$ cat config.mk
export PLATFORM = sky130hd
export DESIGN_NAME = tts_ctrl
export DESIGN_NICKNAME = d
export VERILOG_FILES = /design/src/tts_pkg.sv /design/src/tts_ctrl.sv
export SDC_FILE = /design/constraint.sdc
export NUM_CORES = 1
export LEC_CHECK = 0
export ABC_CLOCK_PERIOD_IN_PS = 1400
export BUFFER_PORTS_ARGS = -buffer_cell sky130_fd_sc_hd__buf_2
export CAP_MARGIN = 20
export CELL_PAD_IN_SITES_DETAIL_PLACEMENT = 0
export CELL_PAD_IN_SITES_GLOBAL_PLACEMENT = 2
export CORE_UTILIZATION = 19
export DETAILED_ROUTE_END_ITERATION = 7
export PLACE_DENSITY_LB_ADDON = 0.1
export SYNTH_ARGS = -nofsm -noshare
export SYNTH_HDL_FRONTEND = slang
export SYNTH_SLANG_ARGS = --single-unit
$ cat constraint.sdc
create_clock -name clock -period 1.4 [get_ports clock]
set_clock_uncertainty 0.2 [all_clocks]
set_input_delay 0 -clock clock [delete_from_list [all_inputs] [get_ports clock]]
set_output_delay 0 -clock clock [all_outputs]
set_load 0.005 [all_outputs]
$ cat src/tts_pkg.sv
// Shared types and constants for the trade tick time window statistics block.
// Used by the RTL and the testbench. No dependencies.
`timescale 1ns / 1ps

package tts_pkg;

   localparam int RING_DEPTH_DEF = 1024;

   localparam int TIME_W = 48;
   localparam int VOL_W  = 24;
   localparam int SUM_W  = 34;
   localparam int CNT_W  = 11;
   localparam int CFG_W  = 32;
   localparam int SV_W   = VOL_W + 1;

   localparam logic [CFG_W-1:0] SPAN_RESET = CFG_W'(5000000);
   localparam logic [CFG_W-1:0] LAG_RESET  = CFG_W'(100000);

   typedef enum logic {
      CSR_SPAN = 1'b0,
      CSR_LAG  = 1'b1
   } csr_index_type;

   typedef enum logic {
      OP_EVENT = 1'b0,
      OP_TICK  = 1'b1
   } op_type;

   typedef enum logic {
      SIDE_BUY  = 1'b0,
      SIDE_SELL = 1'b1
   } side_type;

   typedef enum logic [2:0] {
      ST_IDLE,
      ST_BOUNDS,
      ST_ADM_RD,
      ST_ADM_CHK,
      ST_EXP_RD,
      ST_EXP_CHK,
      ST_INSERT,
      ST_DONE
   } state_type;

   typedef struct packed {
      logic load_item;
      logic load_bounds;
      logic rd_expire;
      logic admit_step;
      logic expire_step;
      logic write_tick;
      logic set_drop;
      logic load_rsp;
   } cmd_type;

   typedef struct packed {
      logic is_tick;
      logic admit_ok;
      logic admit_empty;
      logic admit_stop;
      logic expire_empty;
      logic expire_stop;
      logic full;
   } status_type;

endpackage

$ cat src/tts_ctrl.sv
// Controller state machine that sequences the admit, expire and insert steps.
// Depends on tts_pkg.
`timescale 1ns / 1ps

module tts_ctrl
   import tts_pkg::*;
(
   input  logic       clock,
   input  logic       reset,
   input  logic       req_valid,
   output logic       req_ready,
   output logic       rsp_valid,
   input  logic       rsp_ready,
   input  status_type status,
   output cmd_type    cmd
);

   state_type state_ff, state_in;
   logic      pass_ff, pass_in;
   logic      rsp_valid_ff, rsp_valid_in;

   always_ff @(posedge clock) begin
      if (reset) begin
         state_ff     <= ST_IDLE;
         pass_ff      <= 1'b0;
         rsp_valid_ff <= 1'b0;
      end else begin
         state_ff     <= state_in;
         pass_ff      <= pass_in;
         rsp_valid_ff <= rsp_valid_in;
      end
   end

   always_comb begin
      state_in  = state_ff;
      pass_in   = pass_ff;
      cmd       = '0;
      req_ready = 1'b0;
      unique case (state_ff)
         ST_IDLE: begin
            req_ready = 1'b1;
            if (req_valid) begin
               cmd.load_item = 1'b1;
               pass_in       = 1'b0;
               state_in      = ST_BOUNDS;
            end
         end
         ST_BOUNDS: begin
            cmd.load_bounds = 1'b1;
            state_in        = ST_ADM_RD;
         end
         ST_ADM_RD: begin
            if (!status.admit_ok || status.admit_empty) begin
               state_in = ST_EXP_RD;
            end else begin
               state_in = ST_ADM_CHK;
            end
         end
         ST_ADM_CHK: begin
            if (status.admit_stop) begin
               state_in = ST_EXP_RD;
            end else begin
               cmd.admit_step = 1'b1;
               state_in       = ST_ADM_RD;
            end
         end
         ST_EXP_RD: begin
            cmd.rd_expire = 1'b1;
            if (status.expire_empty) begin
               state_in = (!pass_ff && status.is_tick) ? ST_INSERT : ST_DONE;
            end else begin
               state_in = ST_EXP_CHK;
            end
         end
         ST_EXP_CHK: begin
            cmd.rd_expire = 1'b1;
            if (status.expire_stop) begin
               state_in = (!pass_ff && status.is_tick) ? ST_INSERT : ST_DONE;
            end else begin
               cmd.expire_step = 1'b1;
               state_in        = ST_EXP_RD;
            end
         end
         ST_INSERT: begin
            if (status.full) begin
               cmd.set_drop = 1'b1;
               state_in     = ST_DONE;
            end else begin
               cmd.write_tick = 1'b1;
               pass_in        = 1'b1;
               state_in       = ST_ADM_RD;
            end
         end
         ST_DONE: begin
            if (!rsp_valid_ff || rsp_ready) begin
               cmd.load_rsp = 1'b1;
               state_in     = ST_IDLE;
            end
         end
         default: begin
            state_in = ST_IDLE;
         end
      endcase
   end

   always_comb begin
      if (cmd.load_rsp) begin
         rsp_valid_in = 1'b1;
      end else if (rsp_ready) begin
         rsp_valid_in = 1'b0;
      end else begin
         rsp_valid_in = rsp_valid_ff;
      end
   end

   assign rsp_valid = rsp_valid_ff;

endmodule

# Word-level counts from Yosys, hierarchy flattened

Index checks and enable logic that the tools add are counted.

Flip-flop bits (word level): 5
Input bits: 11
Output and inout bits: 10
Logic and storage cells: 53

Eq/ne operators: 10
Mux-type cells: 28
Reductions and logical operators: 12

Operator list:

| kind                                                             | count |
|---|---|
| 3-bit case mux with 8 select lines                               | 1 |
| 1-bit 2-to-1 mux                                                 | 18 |
| 3-bit 2-to-1 mux                                                 | 5 |
| 3-bit == test (second input constant)                            | 4 |
| 3-bit by 2-bit == test with 1-bit output (second input constant) | 2 |
| 2-bit 2-to-1 mux                                                 | 3 |
| 2-bit inequality test (second input constant)                    | 3 |
| 2-bit nonzero test                                               | 2 |
| 3-bit by 1-bit == test with 1-bit output (second input constant) | 1 |
| 1-bit logical NOT                                                | 3 |
| 3-bit logical NOT                                                | 1 |
| 3-bit AND reduction                                              | 1 |
| 1-bit logical OR                                                 | 2 |
| 1-bit case mux with 2 select lines                               | 1 |
| 2-bit AND reduction                                              | 1 |
| 2-bit OR reduction                                               | 1 |
| 1-bit logical AND                                                | 1 |

# Longest topological paths before layout

Gate-level depths: netlist of run 1.

Word-level depth: 5
Gate-level depth with buffers: 4
Mapped depth without buffers: 3

# Worst setup path after synthesis of run 1

OpenSTA, ideal clock, no wires.

Path kind: register to register
Start: register state_ff[2]
End: register state_ff[0]
Library setup time: 74 ps
Arrival: 1,094 ps
Required time: 1,126 ps
Slack: 32 ps
Stages on the path, launching flop included: 4
Path buffers: 0
Clock period less this slack: 1,368 ps
Cells stage by stage: dfxtp_1 or3b_1 a211o_1 a31oi_1

Longest elaborated chain between the ends: 3
Elaborated cells on any way between the ends: 12
Classes of those cells: eq/ne (9); mux (1); reduce/logical (2)

RTL lines:

| what                                                      | line           | RTL |
|---|---|---|
| start, declared                                           | tts_ctrl.sv:18 | `state_type state_ff, state_in;` |
| start signal, assigned                                    | tts_ctrl.sv:28 | `state_ff <= state_in;` |
| 3-bit == test / 3-bit logical NOT (equally long branches) | tts_ctrl.sv:39 | `unique case (state_ff)` |
| 2-bit inequality test (no source line)                    | n/a            |  |
| 2-bit AND reduction (no source line)                      | n/a            |  |

Parallel ways exist; a longest one is shown, timed or not.
A chain may end at the register's enable or synchronous reset.

# Worst setup path in the final report of run 1

Same ends and word-level chain as after synthesis.

==> results of run 1 <==
metrics by stage:
| stage | TNS [ps] | util [%] |
|---|---|---|
| 2_1_floorplan | 0 | - |
| 3_3_place_gp | -7.963 | 28.44 |
| 3_5_place_dp | -43.31 | 28.44 |
| 4_1_cts | 0 | 36.29 |
| 5_1_grt | -137.2 | 38.90 |
| 6_report | -5.830 | 38.90 |
what timing repair did:
item	in CTS	in global routing
setup endpoints to repair	9	7
pin swaps	4	3
resized for setup	11	5
gates cloned	0	0
hold endpoints to repair	5	1
setup buffers	2	4
cells in the mapped netlist (2+ instances only):
cell / count / area, um^2
nor2b_1: 6 / 37.54
o21ai_0: 2 / 10.01
nand2_1: 2 / 7.510
dfxtp_1: 5 / 100.1
nand2b_1: 2 / 12.51
buf_2: 2 / 10.01
inv_1: 2 / 7.510
nor3_1: 4 / 20.02
a31oi_1: 4 / 25.02
nor2_1: 4 / 15.01
critical path, cell delays in order (launching register included):
cell     delay (ps)
dfxtp_4         350
or3b_1          370
a211o_1         270
a31oi_1         150
where the power goes:
| group | leakage (nW) | internal [mW] | switching (mW) |
|---|---|---|---|
| sequential | 0.0425 | 0.187 | 0.0488 |
| clock | 0.0150 | 0.108 | 0.0628 |
| combinational | 0.298 | 0.370 | 0.258 |
logic make-up (layout without fill, tap and decap cells):
group	after synthesis	after routing	synth area share, %
AOI/OAI and AO/OA	12	12	21.02
buffers and inverters	7	48	10.19
DFF	5	5	25.48
and+or+nand+nor	28	28	43.32
how the worst max path moves through the flow:
stage                           start          end  slack, ps  cells after the start
final                     state_ff[2]  state_ff[0]         -6                      3
after global routing      state_ff[2]  state_ff[0]        -40                      3
after CTS                 state_ff[1]       cmd[1]        0.7                      4
after detailed placement  state_ff[2]  state_ff[0]        -40                      3
after global placement    state_ff[2]  state_ff[0]         -8                      3
after floorplan           state_ff[2]  state_ff[0]         30                      3
layout make-up:
class,instances,area (um^2),share of cell area (%)
Timing Repair Buffer,41,297.8,39.02
Clock buffer,4,26.28,3.443
Sequential cell,5,108.9,14.26
Tap cell,27,33.78,4.426
Multi-Input combinational cell,40,285.3,37.38
Inverter,3,11.26,1.475
layer usage:
| metal | wire (um) | vias to the layer above |
|---|---|---|
| met5 | 0 | - |
| met4 | 0 | 0 |
| met3 | 77 | 0 |
| met2 | 564 | 17 |
| met1 | 589 | 233 |
| li1 | - | 271 |
registers in the layout, indices dropped and copies added (netlist names):
| name | flops |
|---|---|
| pass_ff | 1 |
| rsp_valid | 1 |
| state_ff | 3 |
placed cells by master, fill, tap and decap left out, types with 2 or more instances in the layout:
cell type      netlist  final
dlygate4sd3_1        0      8
buf_2                2     18
a31oi_1              4      4
nor3_1               4      2
inv_2                1      2
clkbuf_4             0      3
nor2b_1              6      6
buf_4                1     11
o21ai_0              2      2
nor2_1               4      4
dfxtp_4              0      2
dfxtp_1              5      2
buf_6                1      4
nand2_1              2      2
==> impl_metrics.env, run 1 <==
export IMPL_status="finished with violations"
export IMPL_violations="negative hold slack, negative setup slack"
export IMPL_use_met2_pct=20.55
export IMPL_grtUsageTotal_pct=13.02
export IMPL_worst_setup_path_type="flop to flop"
export IMPL_postSynthAreaPerCell_um2=7.555
export IMPL_post_place_ws_ps=-43.31
export IMPL_coreArea_um2=1962
export IMPL_finalPower_mw=1.035
export IMPL_r2r_end="state_ff[0]"
export IMPL_ant_nets=0
export IMPL_cts_hold_buffers=8
export IMPL_vias=521
export IMPL_yosysSeqAreaShare_pct=25.48
export IMPL_cts_max_path_buffers=2
export IMPL_synth_edf_count=0
export IMPL_firstDrtPassIters=3
export IMPL_fp_dieW_um=47.47
export IMPL_r2r_start="state_ff[2]"
export IMPL_finalInstanceArea_um2=763.2
export IMPL_synth_area_um2=392.9
export IMPL_layout_setup_ws_ps=-5.830
export IMPL_placed_cells=103
export IMPL_synthFlopType="dfxtp_1"
export IMPL_fin_crit_ps=1406
export IMPL_path_max_fanout=5
export IMPL_dpl_cell_area_um2=558.0
export IMPL_antenna_diode_count=0
export IMPL_grt_max_degree=16
export IMPL_drv_slew=0
export IMPL_arrival_ps=1380
export IMPL_place_hpwl_um=916.5
export IMPL_hold_ws_ps=-20.20
export IMPL_clkTransAtPathRegs_ps=50
export IMPL_drc=0
export IMPL_first_global_vias=458
export IMPL_min_path_cells=4
export IMPL_grtUsageMet1_pct=14.84
export IMPL_detail_route_wl_per_cell_um=10.27
export IMPL_synth_cells=52
export IMPL_hold_path_end="state_ff[0]"
export IMPL_hold_start="status[4]"
export IMPL_syn_nets=63
export IMPL_drtIter0Drc=12
export IMPL_finalCritPeriodShare_pct=100.4
export IMPL_critPathLaunchType="flop"
export IMPL_htree_levels=1
export IMPL_reg2reg_depth=3
export IMPL_p_leak_nw=0.3553
export IMPL_fillers=239
export IMPL_fin_cells=120
export IMPL_synthDistinctLibCells=29
export IMPL_ir_drop_v=0.0006142
export IMPL_clock_latency_ps=250
export IMPL_clock_fmax_ghz=0.7113
export IMPL_die_area_um2=2253
export IMPL_numCtsBuffers=3
export IMPL_grt_pass1_wl_um=1890
export IMPL_drv_cap=0
export IMPL_areaGrowthSynthToFinish_pct=94.27
export IMPL_gp_congestion=0.6941
export IMPL_cellPowerDensity_nw_per_um2=1356
export IMPL_crit_path_end_kind="flop"
export IMPL_routed_wl_um=1232
export IMPL_via_per_inst=4.342
export IMPL_hold_violations=1
export IMPL_rsz0062_at_grt="yes"
export IMPL_critPathRequiredTime_ps=1370
export IMPL_floorplan_initialDensity_pct=20.03
export IMPL_overflow=0
export IMPL_worst_slew_pin_slew_ps=219.3
export IMPL_async_reset_ff_share_pct=0
export IMPL_hp_class="input pin to flop"
export IMPL_relSlewSlack_pct=85.35
export IMPL_ys_ff_latch=5
export IMPL_io_buffers=20
export IMPL_cts_root_buf="clkbuf_4"
export IMPL_cts_tree="done"
export IMPL_num_rows=16
export IMPL_top_usage_layer="met2"
export IMPL_ys_warn_count=0
export IMPL_die_h_um=47.47
export IMPL_io_pin_count=21
export IMPL_grt_antenna_before_repair=0
export IMPL_setup_viol=1
export IMPL_finalNetCount=105
export IMPL_cts_sinks=5
export IMPL_use_met3_pct=7.925
export IMPL_r2r_setup_slack_ps=-6
export IMPL_drive_gt1_share_pct=51.61
No activity file was read; power rests on OpenSTA's default activity.
==> run 2, diff against run 1 <==
--- a/config.mk
+++ b/config.mk
@@ -5,12 +5,12 @@
 export SDC_FILE = /design/constraint.sdc
 export NUM_CORES = 1
 export LEC_CHECK = 0
-export ABC_CLOCK_PERIOD_IN_PS = 1400
+export ABC_CLOCK_PERIOD_IN_PS = 1700
 export BUFFER_PORTS_ARGS = -buffer_cell sky130_fd_sc_hd__buf_2
 export CAP_MARGIN = 20
 export CELL_PAD_IN_SITES_DETAIL_PLACEMENT = 0
 export CELL_PAD_IN_SITES_GLOBAL_PLACEMENT = 2
-export CORE_UTILIZATION = 19
+export CORE_UTILIZATION = 22
 export DETAILED_ROUTE_END_ITERATION = 7
 export PLACE_DENSITY_LB_ADDON = 0.1
 export SYNTH_ARGS = -nofsm -noshare
==> constraint.sdc (replaced) <==
create_clock -name clock -period 1.7 [get_ports clock]
set_clock_uncertainty 0.2 [all_clocks]
set_input_delay 0 -clock clock [delete_from_list [all_inputs] [get_ports clock]]
set_output_delay 0 -clock clock [all_outputs]
set_load 0.005 [all_outputs]
==> impl_metrics.env, run 2 (synthesis results as in run 1) <==
export IMPL_status="complete, no violations"
export IMPL_fillers=180
export IMPL_clock_fmax_ghz=0.6526
export IMPL_fin_crit_ps=1532
export IMPL_use_met3_pct=2.449
export IMPL_numCtsBuffers=3
export IMPL_floorplan_initialDensity_pct=24.65
export IMPL_cts_max_path_buffers=2
export IMPL_first_global_vias=412
export IMPL_grtUsageMet1_pct=17.12
export IMPL_grt_max_degree=17
export IMPL_areaGrowthSynthToFinish_pct=57.96
export IMPL_cpMaxStageDelayCell="dfxtp_1"
export IMPL_cellPowerDensity_nw_per_um2=1013
export IMPL_via_per_inst=4.481
export IMPL_vias=475
export IMPL_path_max_fanout=11
export IMPL_post_place_ws_ps=198.9
export IMPL_layout_setup_ws_ps=167.6
export IMPL_drv_slew=0
export IMPL_finalNetCount=94
export IMPL_coreArea_um2=1594
export IMPL_largest_register="state_ff"
export IMPL_io_buffers=20
export IMPL_worst_setup_path_type="flop to output port"
export IMPL_finalInstanceArea_um2=620.6
export IMPL_dpl_cell_area_um2=509.2
export IMPL_drive_gt1_share_pct=35.37
export IMPL_worst_slew_pin_slew_ps=500.7
export IMPL_p_leak_nw=0.2815
export IMPL_io_pin_count=21
export IMPL_grt_antenna_before_repair=0
export IMPL_drv_cap=0
export IMPL_utilization_pct=38.93
export IMPL_cts_sinks=5
export IMPL_critPathTopFamily="flip-flops"
export IMPL_cts_tree="done"
export IMPL_largest_register_ffs=3
export IMPL_fp_dieW_um=44.26
export IMPL_drc=0
export IMPL_die_h_um=44.26
export IMPL_die_area_um2=1959
export IMPL_overflow=0
export IMPL_post_cts_setup_buffer_count=0
export IMPL_num_rows=14
export IMPL_routed_wl_um=1126
export IMPL_cpPeakStageDelay_ps=500
export IMPL_htree_levels=1
export IMPL_crit_path_cell_trace="inv_1 -> nor4b_1 -> buf_2"
export IMPL_crit_path_end_kind="output port"
export IMPL_drtIter0Drc=6
export IMPL_final_common_cell="buf_2"
export IMPL_hp_class="input pin to flop"
export IMPL_setup_tns_ps=0
export IMPL_firstDrtPassIters=4
export IMPL_antenna_diode_count=0
export IMPL_gp_congestion=0.6829
export IMPL_ir_drop_v=0.0003910
export IMPL_top_usage_layer="met2"
export IMPL_grt_pass1_wl_um=1780
export IMPL_critPathLaunchType="flop"
export IMPL_critPathRequiredTime_ps=1500
export IMPL_rsz0062_at_grt="no"
export IMPL_worst_path_buf_inv=2
export IMPL_detail_route_wl_per_cell_um=10.62
export IMPL_hold_violations=0
export IMPL_place_hpwl_um=807.5
export IMPL_clkTransAtPathRegs_ps=50
export IMPL_final_cell_mix="20 x buf_2, 8 x dlygate4sd3_1, 6 x nor2b_1"
export IMPL_cts_root_buf="clkbuf_4"
export IMPL_setup_viol=0
export IMPL_relSlewSlack_pct=66.58
export IMPL_arrival_ps=1330
export IMPL_grtUsageTotal_pct=12.71
export IMPL_ant_nets=0
export IMPL_use_met2_pct=17.94
export IMPL_clock_latency_ps=240
export IMPL_finalCritPeriodShare_pct=90.14
run 2: cell count changes in the layout (fill, tap and decap cells not counted), sizes merged:
| cell | change |
|---|---|
| buf | -11 |
run 2: repair_timing:
item / in CTS / in global routing
setup endpoints to repair: 0 / 1
gates resized for setup: 0 / 1
endpoints found under the hold margin: 5 / 1
hold buffers: 7 / 1
run 2: area by class of cell:
class | count | area [um^2] | area share, %
inverter | 3 | 11.26 | 1.815
multi-input combinational | 40 | 257.7 | 41.53
timing repair buffer | 30 | 195.2 | 31.45
clock buffer | 4 | 26.28 | 4.234
tap | 24 | 30.03 | 4.839
sequential | 5 | 100.1 | 16.13
run 2: path summary, 6_finish.rpt:
kind                     from     endpoint  slack (ps)  cells after the start
setup / recovery  state_ff[2]       cmd[1]         170                      3
hold / removal      status[3]  state_ff[1]          10                      4
setup reg to reg  state_ff[2]  state_ff[0]         190                      3
hold reg to reg       pass_ff      pass_ff         280                      2
run 2: routing by layer:
metal	part of all wire, %	up-vias
li1	-	248
met1	50	217
met2	46	8
met3	2.7	2
met4	0.98	0
met5	0	-
run 2: tightest hold or removal path: stages:
cell      delay [ps]
buf_2             90
o21ai_0           70
o221ai_1         150
a31oi_1           90
run 2: stage by stage:
stage / power [mW] / hold slack, ps / instances
CTS: 0.6292 / 0.1418 / 105
floorplan: 0.3777 / -165.8 / 52
global route: 0.6861 / 15.63 / 106
global placement: 0.4753 / 48.82 / 94
finish: 0.6288 / 11.10 / 106
detailed placement: 0.4696 / 53.02 / 94
run 2: power by group:
part	total (mW)	leakage (nW)	internal, mW	switching (mW)
clock network	0.139	0.0150	0.0888	0.0504
logic	0.275	0.226	0.147	0.128
registers	0.215	0.0408	0.143	0.0718
==> run 3, diff against run 2 <==
--- a/config.mk
+++ b/config.mk
@@ -9,8 +9,8 @@
 export BUFFER_PORTS_ARGS = -buffer_cell sky130_fd_sc_hd__buf_2
 export CAP_MARGIN = 20
 export CELL_PAD_IN_SITES_DETAIL_PLACEMENT = 0
-export CELL_PAD_IN_SITES_GLOBAL_PLACEMENT = 2
-export CORE_UTILIZATION = 22
+export CELL_PAD_IN_SITES_GLOBAL_PLACEMENT = 1
+export CORE_UTILIZATION = 30
 export DETAILED_ROUTE_END_ITERATION = 7
 export PLACE_DENSITY_LB_ADDON = 0.1
 export SYNTH_ARGS = -nofsm -noshare
==> impl_metrics.env, run 3 (synthesis results as in run 1) <==
export IMPL_status="complete, no violations"
export IMPL_coreArea_um2=1156
export IMPL_hold_ws_ps=8.702
export IMPL_setup_viol=0
export IMPL_relSlewSlack_pct=68.52
export IMPL_largest_register_ffs=3
export IMPL_cts_sinks=5
export IMPL_drv_cap=0
export IMPL_grtUsageTotal_pct=18.37
export IMPL_combPwrFrac_pct=45.7
export IMPL_post_place_ws_ps=193.8
export IMPL_place_hpwl_um=735.1
export IMPL_clkPwrFrac_pct=22.4
export IMPL_worst_setup_path_type="flop to output port"
export IMPL_htree_levels=1
export IMPL_grt_pass1_wl_um=1863
export IMPL_grt_antenna_before_repair=0
export IMPL_via_per_inst=5.010
export IMPL_hold_violations=0
export IMPL_clock_fmax_ghz=0.6487
export IMPL_num_rows=12
export IMPL_finalCritPeriodShare_pct=90.68
export IMPL_grt_max_degree=17
export IMPL_worst_slew_pin_slew_ps=471.5
export IMPL_rsz0062_at_grt="no"
export IMPL_cellPowerDensity_nw_per_um2=1042
export IMPL_p_leak_nw=0.2819
export IMPL_cts_tree="done"
export IMPL_power_switching_mw=0.2539
export IMPL_antenna_diode_count=0
export IMPL_hp_class="input pin to flop"
export IMPL_first_global_vias=459
export IMPL_final_common_cell="buf_2"
export IMPL_path_max_fanout=11
export IMPL_routed_wl_um=1091
export IMPL_detail_route_wl_per_cell_um=11.36
export IMPL_p_int_mw=0.3809
export IMPL_netSwitchingFraction_pct=40.00
export IMPL_layout_setup_ws_ps=158.5
export IMPL_die_area_um2=1458
export IMPL_ir_drop_v=0.0005857
export IMPL_drc=0
export IMPL_die_h_um=38.19
export IMPL_ant_nets=0
export IMPL_crit_path_end_kind="output port"
export IMPL_largest_register="state_ff"
export IMPL_critPathRequiredTime_ps=1500
export IMPL_io_buffers=20
export IMPL_drv_slew=0
export IMPL_power_frac_seq_pct=31.9
export IMPL_drive_gt1_share_pct=36.59
export IMPL_gp_congestion=0.7111
export IMPL_areaGrowthSynthToFinish_pct=55.10
export IMPL_finalNetCount=94
export IMPL_cts_max_path_buffers=2
export IMPL_drtIter0Drc=4
export IMPL_floorplan_initialDensity_pct=33.98
export IMPL_fin_crit_ps=1541
export IMPL_fp_dieW_um=38.19
export IMPL_clkTransAtPathRegs_ps=40
export IMPL_final_cell_mix="20 x buf_2, 8 x dlygate4sd3_1, 6 x nor2b_1"
export IMPL_numCtsBuffers=3
export IMPL_overflow=0
export IMPL_arrival_ps=1340
export IMPL_io_pin_count=21
export IMPL_critPathLaunchType="flop"
export IMPL_cts_root_buf="clkbuf_4"
export IMPL_setup_tns_ps=0
export IMPL_clock_latency_ps=240
export IMPL_firstDrtPassIters=3
export IMPL_vias=481
[run 3: cell counts in the layout (fill, tap and decap cells not counted)]
No cell type changed its count.
[run 3: worst max-delay path, cell delays in order (launching register included)]
cell	delay (ps)
dfxtp_2	360
buf_4	170
nor3_2	250
and2_1	200
buf_2	120
[run 3: cell type report]
class                           count  area [um^2]
Multi-Input combinational cell     40        257.7
Sequential cell                     5        101.3
Timing Repair Buffer               30        195.2
Inverter                            3        11.26
Fill cell                         112        546.8
Clock buffer                        4        26.28
Tap cell                           14        17.52
[run 3: worst paths after layout]
| check | slack, ps | to | startpoint | cells after the start |
|---|---|---|---|---|
| worst max-delay path | 160 | cmd[7] | state_ff[2] | 4 |
| worst min-delay path | 9 | state_ff[1] | status[3] | 4 |
| worst max register to register | 230 | state_ff[0] | state_ff[2] | 3 |
| worst min register to register | 300 | pass_ff | pass_ff | 2 |
[run 3: routing by layer]
layer  vias up  global-route usage (%)  wire [um]
li1        247                       -          -
met1       222                   21.63        514
met3         2                   6.977         37
met5         -                       0          0
met2        10                   30.51        532
met4         0                   5.357          7
[run 3: repair_timing]
action / in CTS / in global routing
resized for setup: 1 / 1
setup endpoints to repair: 1 / 1
hold buffers: 8 / 0
pin swaps: 0 / 0
setup buffers: 0 / 0
hold endpoints to repair: 5 / 0
[run 3: power by group through the flow]
stage               registers, mW  logic (mW)  clock network [mW]
floorplan                   0.168       0.210                   0
CTS                         0.201       0.290               0.147
finish                      0.203       0.290               0.142
global placement            0.202       0.265                   0
global route                0.214       0.321               0.154
detailed placement          0.201       0.263                   0
[run 3: per-stage QoR]
stage	std cells	cell area [um^2]	utilization, %	power (mW)
after floorplan	52	392.9	-	0.3777
after global placement	84	496.7	42.97	0.4662
after detailed placement	84	496.7	42.97	0.4635
after CTS	96	608.1	52.60	0.6389
after global routing	96	609.3	52.71	0.6891
final	96	609.3	52.71	0.6348
